===== config.mk =====
export PLATFORM = sky130hd
export DESIGN_NAME = rotation_direction_detector_unit
export DESIGN_NICKNAME = d
export VERILOG_FILES = /design/src/hdl/rdd_pkg.sv /design/src/hdl/rdd_ram.sv /design/src/hdl/rdd_ctrl.sv /design/src/hdl/rdd_dp.sv /design/src/hdl/rotation_direction_detector_unit.sv
export SDC_FILE = /design/constraint.sdc
export NUM_CORES = 2
export LEC_CHECK = 0
export BUFFER_PORTS_ARGS = -buffer_cell sky130_fd_sc_hd__buf_4
export CORE_MARGIN = 5
export CORE_UTILIZATION = 57
export DETAILED_ROUTE_END_ITERATION = 12
export GPL_TIMING_DRIVEN = 0
export PLACE_DENSITY = 0.76
export SETUP_SLACK_MARGIN = 0.1
export SKIP_CTS_REPAIR_TIMING = 1
export SKIP_LAST_GASP = 1
export SYNTH_ARGS = -nofsm -noshare
export SYNTH_HDL_FRONTEND = slang
export SYNTH_SLANG_ARGS = --single-unit

===== constraint.sdc =====
create_clock -name clk_i -period 13 [get_ports clk_i]
set_input_delay 2.6 -clock clk_i [delete_from_list [all_inputs] [get_ports clk_i]]
set_output_delay 2.6 -clock clk_i [all_outputs]
set_load 0.02 [all_outputs]

===== src/hdl/rdd_pkg.sv =====
// rdd_pkg: shared types, constants and the CORDIC arctangent table for the
// rotation direction detector. No dependencies.
package rdd_pkg;

  localparam int unsigned WindowPointsDef = 30;
  localparam int unsigned DeltaPairsDef   = 28;
  localparam int unsigned CordicSteps     = 18;
  localparam int unsigned StepW           = 5;
  localparam int unsigned CoordW          = 16;
  localparam int unsigned PointW          = 32;
  localparam int unsigned SumW            = 19;
  localparam int unsigned AngleW          = 16;
  // CORDIC vector components: 17-bit difference shifted by 12, plus growth
  localparam int unsigned VecW            = 32;
  localparam int unsigned AccW            = 32;
  localparam int unsigned QuarterPi       = 8192;

  typedef enum logic [1:0] {
    DIR_UNKNOWN = 2'd0,
    DIR_CCW     = 2'd1,
    DIR_CW      = 2'd2
  } dir_e;

  typedef enum logic [2:0] {
    ST_IDLE,
    ST_READ,
    ST_WAIT,
    ST_CORDIC,
    ST_ACCUM,
    ST_DECIDE,
    ST_WRITE,
    ST_OUT
  } state_e;

  // Controller to datapath commands
  typedef struct packed {
    logic capture;     // latch input word
    logic rd_en;       // issue store read
    logic cordic_load; // load CORDIC from read data
    logic cordic_step; // one CORDIC iteration
    logic accum;       // fold finished angle into sum
    logic clear_sum;   // start a new sum
    logic decide;      // saturate, update last_sum and direction
    logic wr_en;       // append input point
    logic force_dir;   // apply force item
  } cmd_t;

  // Datapath to controller status
  typedef struct packed {
    logic mode;
    logic dir_known;
    logic enough;      // enough points stored for a decision
  } stat_t;

  function automatic logic [AccW-1:0] atan_lut(input logic [StepW-1:0] i);
    logic [AccW-1:0] v;
    case (i)
      5'd0:  v = 32'd536870912;
      5'd1:  v = 32'd316933406;
      5'd2:  v = 32'd167458907;
      5'd3:  v = 32'd85004756;
      5'd4:  v = 32'd42667331;
      5'd5:  v = 32'd21354465;
      5'd6:  v = 32'd10679838;
      5'd7:  v = 32'd5340245;
      5'd8:  v = 32'd2670163;
      5'd9:  v = 32'd1335087;
      5'd10: v = 32'd667544;
      5'd11: v = 32'd333772;
      5'd12: v = 32'd166886;
      5'd13: v = 32'd83443;
      5'd14: v = 32'd41722;
      5'd15: v = 32'd20861;
      5'd16: v = 32'd10430;
      5'd17: v = 32'd5215;
      default: v = '0;
    endcase
    return v;
  endfunction

endpackage


===== src/hdl/rdd_ram.sv =====
// rdd_ram: generic single-port-write, single-port-read RAM, registered read.
// No dependencies.
module rdd_ram #(
  parameter int unsigned Width = 32,
  parameter int unsigned Depth = 30
) (
  input  logic                     clk_i,
  input  logic                     we_i,
  input  logic [$clog2(Depth)-1:0] waddr_i,
  input  logic [Width-1:0]         wdata_i,
  input  logic                     re_i,
  input  logic [$clog2(Depth)-1:0] raddr_i,
  output logic [Width-1:0]         rdata_o
);

  logic [Width-1:0] mem_q [Depth];
  logic [Width-1:0] rdata_q;

  always_ff @(posedge clk_i) begin
    if (we_i) mem_q[waddr_i] <= wdata_i;
    if (re_i) rdata_q <= mem_q[raddr_i];
  end

  assign rdata_o = rdata_q;

endmodule


===== src/hdl/rdd_ctrl.sv =====
// rdd_ctrl: sequencer for the rotation direction detector. Walks the stored
// points newest to oldest, one CORDIC at a time. Depends on rdd_pkg.
module rdd_ctrl import rdd_pkg::*; #(
  parameter int unsigned DeltaPairs = DeltaPairsDef
) (
  input  logic  clk_i,
  input  logic  rst_ni,
  input  logic  in_fire_i,
  input  logic  out_fire_i,
  input  stat_t stat_i,
  output cmd_t  cmd_o,
  output logic  first_o,      // current angle is the newest point
  output logic [$clog2(DeltaPairs+1)-1:0] age_o,
  output logic  in_ready_o,
  output logic  out_valid_o
);

  localparam int unsigned AgeW = $clog2(DeltaPairs + 1);

  state_e           state_q, state_d;
  logic [AgeW-1:0]  age_q, age_d;
  logic [StepW-1:0] iter_q, iter_d;

  always_ff @(posedge clk_i or negedge rst_ni) begin
    if (!rst_ni) begin
      state_q <= ST_IDLE;
      age_q   <= '0;
      iter_q  <= '0;
    end else begin
      state_q <= state_d;
      age_q   <= age_d;
      iter_q  <= iter_d;
    end
  end

  always_comb begin
    state_d     = state_q;
    age_d       = age_q;
    iter_d      = iter_q;
    cmd_o       = '0;
    in_ready_o  = 1'b0;
    out_valid_o = 1'b0;
    unique case (state_q)
      ST_IDLE: begin
        in_ready_o = 1'b1;
        if (in_fire_i) begin
          cmd_o.capture = 1'b1;
          state_d = ST_READ;
        end
      end
      ST_READ: begin
        if (stat_i.mode) begin
          cmd_o.force_dir = 1'b1;
          state_d = ST_OUT;
        end else if (stat_i.dir_known) begin
          state_d = ST_OUT;
        end else if (!stat_i.enough) begin
          state_d = ST_WRITE;
        end else begin
          cmd_o.rd_en     = 1'b1;
          cmd_o.clear_sum = 1'b1;
          age_d   = '0;
          state_d = ST_WAIT;
        end
      end
      ST_WAIT: begin
        cmd_o.cordic_load = 1'b1;
        iter_d  = '0;
        state_d = ST_CORDIC;
      end
      ST_CORDIC: begin
        cmd_o.cordic_step = 1'b1;
        iter_d = iter_q + 1'b1;
        if (iter_q == StepW'(CordicSteps - 1)) state_d = ST_ACCUM;
      end
      ST_ACCUM: begin
        cmd_o.accum = 1'b1;
        if (age_q == AgeW'(DeltaPairs)) begin
          state_d = ST_DECIDE;
        end else begin
          age_d       = age_q + 1'b1;
          cmd_o.rd_en = 1'b1;
          state_d     = ST_WAIT;
        end
      end
      ST_DECIDE: begin
        cmd_o.decide = 1'b1;
        state_d = ST_WRITE;
      end
      ST_WRITE: begin
        cmd_o.wr_en = 1'b1;
        state_d = ST_OUT;
      end
      ST_OUT: begin
        out_valid_o = 1'b1;
        if (out_fire_i) state_d = ST_IDLE;
      end
      default: state_d = ST_IDLE;
    endcase
  end

  assign first_o = (age_q == '0);
  assign age_o   = age_d;

`ifndef SYNTHESIS
  a_age_bound: assert property (@(posedge clk_i) disable iff (!rst_ni)
    age_q <= AgeW'(DeltaPairs)) else $error("age past pair count");
  a_iter_bound: assert property (@(posedge clk_i) disable iff (!rst_ni)
    iter_q <= StepW'(CordicSteps)) else $error("CORDIC iteration overrun");
  a_ready_idle: assert property (@(posedge clk_i) disable iff (!rst_ni)
    in_ready_o |-> !out_valid_o) else $error("accept while result pending");
`endif

endmodule


===== src/hdl/rdd_dp.sv =====
// rdd_dp: datapath of the rotation direction detector: point window, CORDIC
// atan2 unit, angle difference sum and direction register. Depends on rdd_pkg,
// rdd_ram.
module rdd_dp import rdd_pkg::*; #(
  parameter int unsigned WindowPoints = WindowPointsDef,
  parameter int unsigned DeltaPairs   = DeltaPairsDef
) (
  input  logic                clk_i,
  input  logic                rst_ni,
  input  cmd_t                cmd_i,
  input  logic                first_i,
  input  logic [$clog2(DeltaPairs+1)-1:0] age_i,
  input  logic                mode_i,
  input  logic [CoordW-1:0]   point_x_i,
  input  logic [CoordW-1:0]   point_y_i,
  input  logic [CoordW-1:0]   center_x_i,
  input  logic [CoordW-1:0]   center_y_i,
  input  logic                force_cw_i,
  output stat_t               stat_o,
  output logic [1:0]          direction_code_o,
  output logic signed [SumW-1:0] angle_sum_o
);

  localparam int unsigned SlotW = $clog2(WindowPoints);
  localparam int unsigned CntW  = $clog2(WindowPoints + 1);
  // wide enough for DeltaPairs * 8192 plus sign
  localparam int unsigned AccSW = SumW + 8;

  // latched item
  logic                mode_q, force_cw_q;
  logic [PointW-1:0]   point_q;
  logic [CoordW-1:0]   cx_q, cy_q;

  logic [CntW-1:0]     count_q;
  logic [SlotW-1:0]    oldest_q;
  dir_e                dir_q;
  logic signed [SumW-1:0] last_sum_q;

  always_ff @(posedge clk_i) begin
    if (cmd_i.capture) begin
      mode_q     <= mode_i;
      force_cw_q <= force_cw_i;
      point_q    <= {point_y_i, point_x_i};
      cx_q       <= center_x_i;
      cy_q       <= center_y_i;
    end
  end

  // slot address: (oldest + idx) mod WindowPoints, idx < WindowPoints
  function automatic logic [SlotW-1:0] slot_of(input logic [SlotW-1:0] base,
                                               input logic [CntW-1:0] idx);
    logic [CntW:0] s;
    s = (CntW+1)'(base) + (CntW+1)'(idx);
    if (s >= (CntW+1)'(WindowPoints)) s = s - (CntW+1)'(WindowPoints);
    return s[SlotW-1:0];
  endfunction

  logic [CntW-1:0]  rd_idx;
  logic [SlotW-1:0] raddr, waddr;
  logic [PointW-1:0] rdata;

  assign rd_idx = count_q - 1'b1 - CntW'(age_i);
  assign raddr  = slot_of(oldest_q, rd_idx);
  assign waddr  = (count_q < CntW'(WindowPoints)) ? slot_of(oldest_q, count_q) : oldest_q;

  rdd_ram #(.Width(PointW), .Depth(WindowPoints)) u_ram (
    .clk_i   (clk_i),
    .we_i    (cmd_i.wr_en),
    .waddr_i (waddr),
    .wdata_i (point_q),
    .re_i    (cmd_i.rd_en),
    .raddr_i (raddr),
    .rdata_o (rdata)
  );

  // CORDIC
  logic signed [VecW-1:0] x_q, y_q, x_d, y_d;
  logic [AccW-1:0]        acc_q, acc_d;
  logic [StepW-1:0]       it_q;
  logic                   zero_q;
  logic signed [CoordW:0] dx, dy;
  logic signed [VecW-1:0] x0, y0;

  assign dx = $signed({1'b0, rdata[CoordW-1:0]}) - $signed({1'b0, cx_q});
  assign dy = $signed({1'b0, rdata[PointW-1:CoordW]}) - $signed({1'b0, cy_q});
  assign x0 = VecW'(dx) <<< 12;
  assign y0 = -(VecW'(dy) <<< 12);

  always_comb begin
    x_d   = x_q;
    y_d   = y_q;
    acc_d = acc_q;
    if (cmd_i.cordic_load) begin
      if (dx < 0) begin
        x_d   = -x0;
        y_d   = -y0;
        acc_d = 32'h8000_0000;
      end else begin
        x_d   = x0;
        y_d   = y0;
        acc_d = '0;
      end
    end else if (cmd_i.cordic_step) begin
      if (y_q >= 0) begin
        x_d   = x_q + (y_q >>> it_q);
        y_d   = y_q - (x_q >>> it_q);
        acc_d = acc_q + atan_lut(it_q);
      end else begin
        x_d   = x_q - (y_q >>> it_q);
        y_d   = y_q + (x_q >>> it_q);
        acc_d = acc_q - atan_lut(it_q);
      end
    end
  end

  always_ff @(posedge clk_i or negedge rst_ni) begin
    if (!rst_ni) begin
      it_q <= '0;
    end else if (cmd_i.cordic_load) begin
      it_q <= '0;
    end else if (cmd_i.cordic_step) begin
      it_q <= it_q + 1'b1;
    end
  end

  always_ff @(posedge clk_i) begin
    x_q   <= x_d;
    y_q   <= y_d;
    acc_q <= acc_d;
    if (cmd_i.cordic_load) zero_q <= (dx == 0) && (dy == 0);
  end

  logic [AccW-1:0]   acc_fin;
  logic [AngleW-1:0] angle;
  assign acc_fin = acc_q + 32'h8000_0000 + 32'h0000_8000;
  assign angle   = zero_q ? AngleW'(32768) : acc_fin[AccW-1:AccW-AngleW];

  // difference sum
  logic [AngleW-1:0]       newer_q;
  logic signed [AccSW-1:0] sum_q;
  logic signed [AngleW:0]  diff;

  assign diff = $signed({1'b0, newer_q}) - $signed({1'b0, angle});

  always_ff @(posedge clk_i) begin
    if (cmd_i.clear_sum) sum_q <= '0;
    else if (cmd_i.accum) begin
      newer_q <= angle;
      if (!first_i && diff <= $signed((AngleW+1)'(QuarterPi)) &&
          diff >= -$signed((AngleW+1)'(QuarterPi)))
        sum_q <= sum_q + AccSW'(diff);
    end
  end

  logic signed [SumW-1:0] sat;
  always_comb begin
    if (sum_q > AccSW'((1 << (SumW-1)) - 1))       sat = {1'b0, {(SumW-1){1'b1}}};
    else if (sum_q < -AccSW'(1 << (SumW-1)))      sat = {1'b1, {(SumW-1){1'b0}}};
    else                                         sat = sum_q[SumW-1:0];
  end

  always_ff @(posedge clk_i or negedge rst_ni) begin
    if (!rst_ni) begin
      count_q    <= '0;
      oldest_q   <= '0;
      dir_q      <= DIR_UNKNOWN;
      last_sum_q <= '0;
    end else begin
      if (cmd_i.force_dir) dir_q <= force_cw_q ? DIR_CW : DIR_CCW;
      if (cmd_i.decide) begin
        last_sum_q <= sat;
        if (sat > 0)      dir_q <= DIR_CCW;
        else if (sat < 0) dir_q <= DIR_CW;
        else              dir_q <= DIR_UNKNOWN;
      end
      if (cmd_i.wr_en) begin
        if (count_q < CntW'(WindowPoints)) begin
          count_q <= count_q + 1'b1;
        end else if (oldest_q == SlotW'(WindowPoints - 1)) begin
          oldest_q <= '0;
        end else begin
          oldest_q <= oldest_q + 1'b1;
        end
      end
    end
  end

  assign stat_o.mode      = mode_q;
  assign stat_o.dir_known = (dir_q != DIR_UNKNOWN);
  assign stat_o.enough    = (DeltaPairs + 1 <= WindowPoints) &&
                            (count_q >= CntW'(DeltaPairs + 1));
  assign direction_code_o = dir_q;
  assign angle_sum_o      = last_sum_q;

`ifndef SYNTHESIS
  a_count_bound: assert property (@(posedge clk_i) disable iff (!rst_ni)
    count_q <= CntW'(WindowPoints)) else $error("point count overflow");
  a_oldest_full: assert property (@(posedge clk_i) disable iff (!rst_ni)
    (count_q < CntW'(WindowPoints)) |-> (oldest_q == '0))
    else $error("window rotated before full");
  a_force_dir: assert property (@(posedge clk_i) disable iff (!rst_ni)
    cmd_i.force_dir |=> (dir_q != DIR_UNKNOWN)) else $error("force lost");
`endif

endmodule


===== src/hdl/rotation_direction_detector_unit.sv =====
// Rotation direction detector: each sample item gives one result word.
// A force item or a known direction goes straight to the output; a sample below the point
// threshold is only stored; a decision runs the one shared CORDIC unit over DeltaPairs+1
// stored angles, with one store read per angle. One item at a time; the next word is taken
// the cycle after the result leaves. rst_ni clears count, window position, direction, sum.
module rotation_direction_detector_unit import rdd_pkg::*; #(
  parameter int unsigned WindowPoints = WindowPointsDef,
  parameter int unsigned DeltaPairs   = DeltaPairsDef
) (
  input  logic        clk_i,
  input  logic        rst_ni,
  input  logic        s_axis_tvalid,
  output logic        s_axis_tready,
  // point_x[15:0], point_y[31:16], center_x[47:32], center_y[63:48],
  // force_cw[64], zero pad
  input  logic [71:0] s_axis_tdata,
  // mode[0]
  input  logic        s_axis_tuser,
  output logic        m_axis_tvalid,
  input  logic        m_axis_tready,
  // direction_code[1:0], angle_sum[20:2], zero pad
  output logic [23:0] m_axis_tdata
);

  cmd_t  cmd;
  stat_t stat;
  logic  first;
  logic [$clog2(DeltaPairs+1)-1:0] age;
  logic [1:0] dir_code;
  logic signed [SumW-1:0] angle_sum;

  rdd_ctrl #(.DeltaPairs(DeltaPairs)) u_ctrl (
    .clk_i       (clk_i),
    .rst_ni      (rst_ni),
    .in_fire_i   (s_axis_tvalid && s_axis_tready),
    .out_fire_i  (m_axis_tvalid && m_axis_tready),
    .stat_i      (stat),
    .cmd_o       (cmd),
    .first_o     (first),
    .age_o       (age),
    .in_ready_o  (s_axis_tready),
    .out_valid_o (m_axis_tvalid)
  );

  rdd_dp #(.WindowPoints(WindowPoints), .DeltaPairs(DeltaPairs)) u_dp (
    .clk_i            (clk_i),
    .rst_ni           (rst_ni),
    .cmd_i            (cmd),
    .first_i          (first),
    .age_i            (age),
    .mode_i           (s_axis_tuser),
    .point_x_i        (s_axis_tdata[15:0]),
    .point_y_i        (s_axis_tdata[31:16]),
    .center_x_i       (s_axis_tdata[47:32]),
    .center_y_i       (s_axis_tdata[63:48]),
    .force_cw_i       (s_axis_tdata[64]),
    .stat_o           (stat),
    .direction_code_o (dir_code),
    .angle_sum_o      (angle_sum)
  );

  assign m_axis_tdata = {3'b000, angle_sum, dir_code};

endmodule

==> results.md <==
• finished, final reports clean — status
• 0.3088 — Total Routing Usage GR
• 0.9982 — placer's final routability congestion estimate
• done — TritonCTS clock tree
• 0 — final hold vios
• 0.5535 — top-area cell type share of the netlist area
• 28.57 um — routed len/inst
• 1,247 — number of sinks driven by the clock tree
• 930 ps — delay of the slowest critical-path stage
• 60 — pin count of the biggest net entering global routing
• edfxtp_1 — dominant register cell in the synthesized netlist
• 6.605 — Via-to-Cell Ratio
• 50 ps — clock transition at the registers of the reported paths
• 0.06353 mm2 — summed instance area of the synthesized netlist
• 343.9 um — Die Y-Extent
• 8995 ps — min Tclk post-route
• 0 — total overflow reported by the global router
• 0.1561 — fraction of layout instances using a drive strength above 1
• clkbuf_1 — critical-path cell with the highest stage delay
• 131 — clock buffers created by TritonCTS
• 103 — count of distinct cell types in the synthesized netlist
• flop — Worst setup EP type
• no — setup repair after global routing missed its margin
• 3 — antenna violations before repair
• 0.6919 — final period utilization
• 0.1036 — worst rel slew slack
• reg2reg — path type of the worst setup path
• 770 ps — Worst-Skew Late Latency
• 270,300 um — wire length of the first global-routing pass
• 5,117 — nets
• 0 — post-detailed-route DRC marker count
• 0 — count of final max-slew check failures
• 6 — iteration count of the initial detailed-routing pass
• 183,200 um — total wire length after detailed routing
• 66.53 ps — worst clock skew
• 92 — total of buffers placed on input and output ports
• 4,566 — post-synthesis cell count
• 0 — Routed Antenna Nets
• 10 — Max Fanout on Critical Path
• 0.03929 — asr flop ratio synth
• edfxtp_1 — most area-hungry cell type in the Yosys netlist
• 0.5813 — share of synthesized area occupied by flip-flops and latches
• edfxtp_1 (1,171), mux4_2 (300), a21oi_1 (273), nor2_1 (258), nand2_1 (252) — highest-count cells in the layout ignoring fill and taps
• clkbuf_1 -> and3_1 -> o311ai_0 -> nor3_2 -> a21oi_1 -> a21boi_0 -> ha_1 -> inv_1 -> fa_1 -> xnor2_1 -> xnor2_1 -> ha_1 -> a21oi_1 -> xnor2_1 -> nand3_1 -> o21ai_0 -> xor2_1 -> clkbuf_1 -> clkbuf_1 -> mux4_2 -> mux2i_1 -> o22ai_1 -> a21o_1 — cell breakdown of the critical path
• 122 — Row Count
• 103 — I/O pins
• 1,247 — total of flip-flops plus latches after synthesis
• 0 — Final setup violation count
• 13.91 um2 — mean area per synthesized cell
• 4 — H-tree levels
• 42.15k — number of global-route vias before repair
• 0 — number of diodes added for antenna fixing
• 23 — cells on worst reg2reg path
• 4,810 — starting DRC count in detailed routing
• 125,100 um — dpl hpwl
• edfxtp_1 — leading cell type in the layout, fill and taps excluded
• 9470 ps — Critical Path AT
• 12.41% — area growth from synthesis to final layout
• 0 — count of warnings emitted by yosys
• 0.5741 — Starting Density
• clkbuf_16 — library cell used as clock root buffer
• edfxtp_1 (55%), mux4_2 (11%), ha_1 (4.0%) — biggest area contributors in the synthesized netlist
• 42.37k — vias post-DR
• reg2reg — type of the most critical hold path
• flop — type of element launching the critical path
• 0.1182 mm2 — die area
• 0 — max capacitance violation total
• 0 ps — setup TNS
• 1,171 — EDFF count, synth
• 111.2 MHz — maximum frequency from static timing analysis
• 1345 ps — measured slew at the worst slew-check pin
• 13,470 ps — required time of the critical path
• 3 — clk buf depth
• 2 — cell depth of the worst min-delay path
• 343.9 um — die width
• 0.1107 mm2 — floorplan core area
==> critical path: cells and delay by family (launching register included) <==
kind / cells / cell delay (ps)
flip-flops: 1 / 360
AND/OR/NAND/NOR: 3 / 1190
multiplexers: 2 / 750
adder cells (fa/ha/maj): 3 / 930
AO/OA/AOI/OAI: 7 / 1700
buffers and inverters: 4 / 2180
XOR/XNOR: 4 / 1560
==> registers in the layout, summed over array words and instances (netlist names), 19 cells and up <==
name / flops
u_dp.angle_sum_o: 19
u_dp.point_q: 32
u_dp.sum_q: 27
u_dp.acc_q: 32
u_dp.u_ram.rdata_o: 32
u_dp.x_q: 32
u_dp.y_q: 32
u_dp.u_ram.mem_q: 960
==> stage by stage <==
step / cell area [um2] / util / std cells / setup WS (ps) / hold WS [ps]
6_report: 71420 / 0.6453 / 6415 / 4005 / 486.7
2_1_floorplan: 63540 / - / 4568 / 6343 / 449.5
5_1_grt: 71420 / 0.6453 / 6415 / 3425 / 506.3
4_1_cts: 71380 / 0.6450 / 6414 / 3622 / 488.1
3_5_place_dp: 67020 / 0.6056 / 6181 / 3744 / 475.4
3_3_place_gp: 66090 / 0.5972 / 6148 / 3435 / 467.8
==> metal layers <==
metal / track usage / vias up / share of wire
met5: 0 / - / 0
met4: 0.1426 / 0 / 0.055
met1: 0.3947 / 21210 / 0.37
li1: - / 18330 / -
met3: 0.05097 / 512 / 0.080
met2: 0.5225 / 2319 / 0.49
==> layout make-up <==
cell class / count / area (um2)
multi-input cells: 2974 / 25450
clock buffers: 161 / 3453
repair buffers: 126 / 1415
plain buffers: 210 / 879.6
flip-flops and latches: 1247 / 36930
fillers: 7796 / 39250
clock inverters: 72 / 908.4
well taps: 1488 / 1862
inverters: 137 / 516.7
==> logic make-up (layout without fill, tap and decap cells) <==
group,Yosys count,in the layout,synth area share
adder cells (fa/ha/maj),215,215,0.04345
buffers and inverters,347,706,0.02194
AND/OR/NAND/NOR,960,960,0.07307
multiplexers,534,534,0.1439
XOR/XNOR,280,280,0.03884
flip-flops,1247,1247,0.5813
AO/OA/AOI/OAI,982,982,0.09743
other,1,3,0.00005903
==> path summary, 6_finish.rpt <==
| path | from | to | slack (ps) |
|---|---|---|---|
| setup / recovery | u_dp.count_q[2] | u_dp.u_ram.rdata_o[26] | 4010 |
| hold / removal | u_dp.angle_sum_o[2] | u_dp.angle_sum_o[2] | 490 |
| setup reg to reg | u_dp.count_q[2] | u_dp.u_ram.rdata_o[26] | 4010 |
| hold reg to reg | u_dp.angle_sum_o[2] | u_dp.angle_sum_o[2] | 490 |
| max in group asynchronous | rst_ni | u_ctrl.age_q[4] | 10620 |
| min in group asynchronous | rst_ni | u_dp.angle_sum_o[3] | 1890 |
==> Yosys cell counts (all sizes together), types with 49 or more instances <==
cell    count
mux4      300
dfrtp      49
nor3       65
mux2i     208
edfxtp   1171
ha        203
a21o       99
nand3      71
buf        50
clkbuf    160
xnor2     175
o21ai     251
o22ai      51
inv       134
xor2      105
nand2     253
nor2      289
a21oi     273
Power is left out: the tool's default activity adds up to more than one toggle a clock period on the data nets, which glitch-free logic cannot reach.
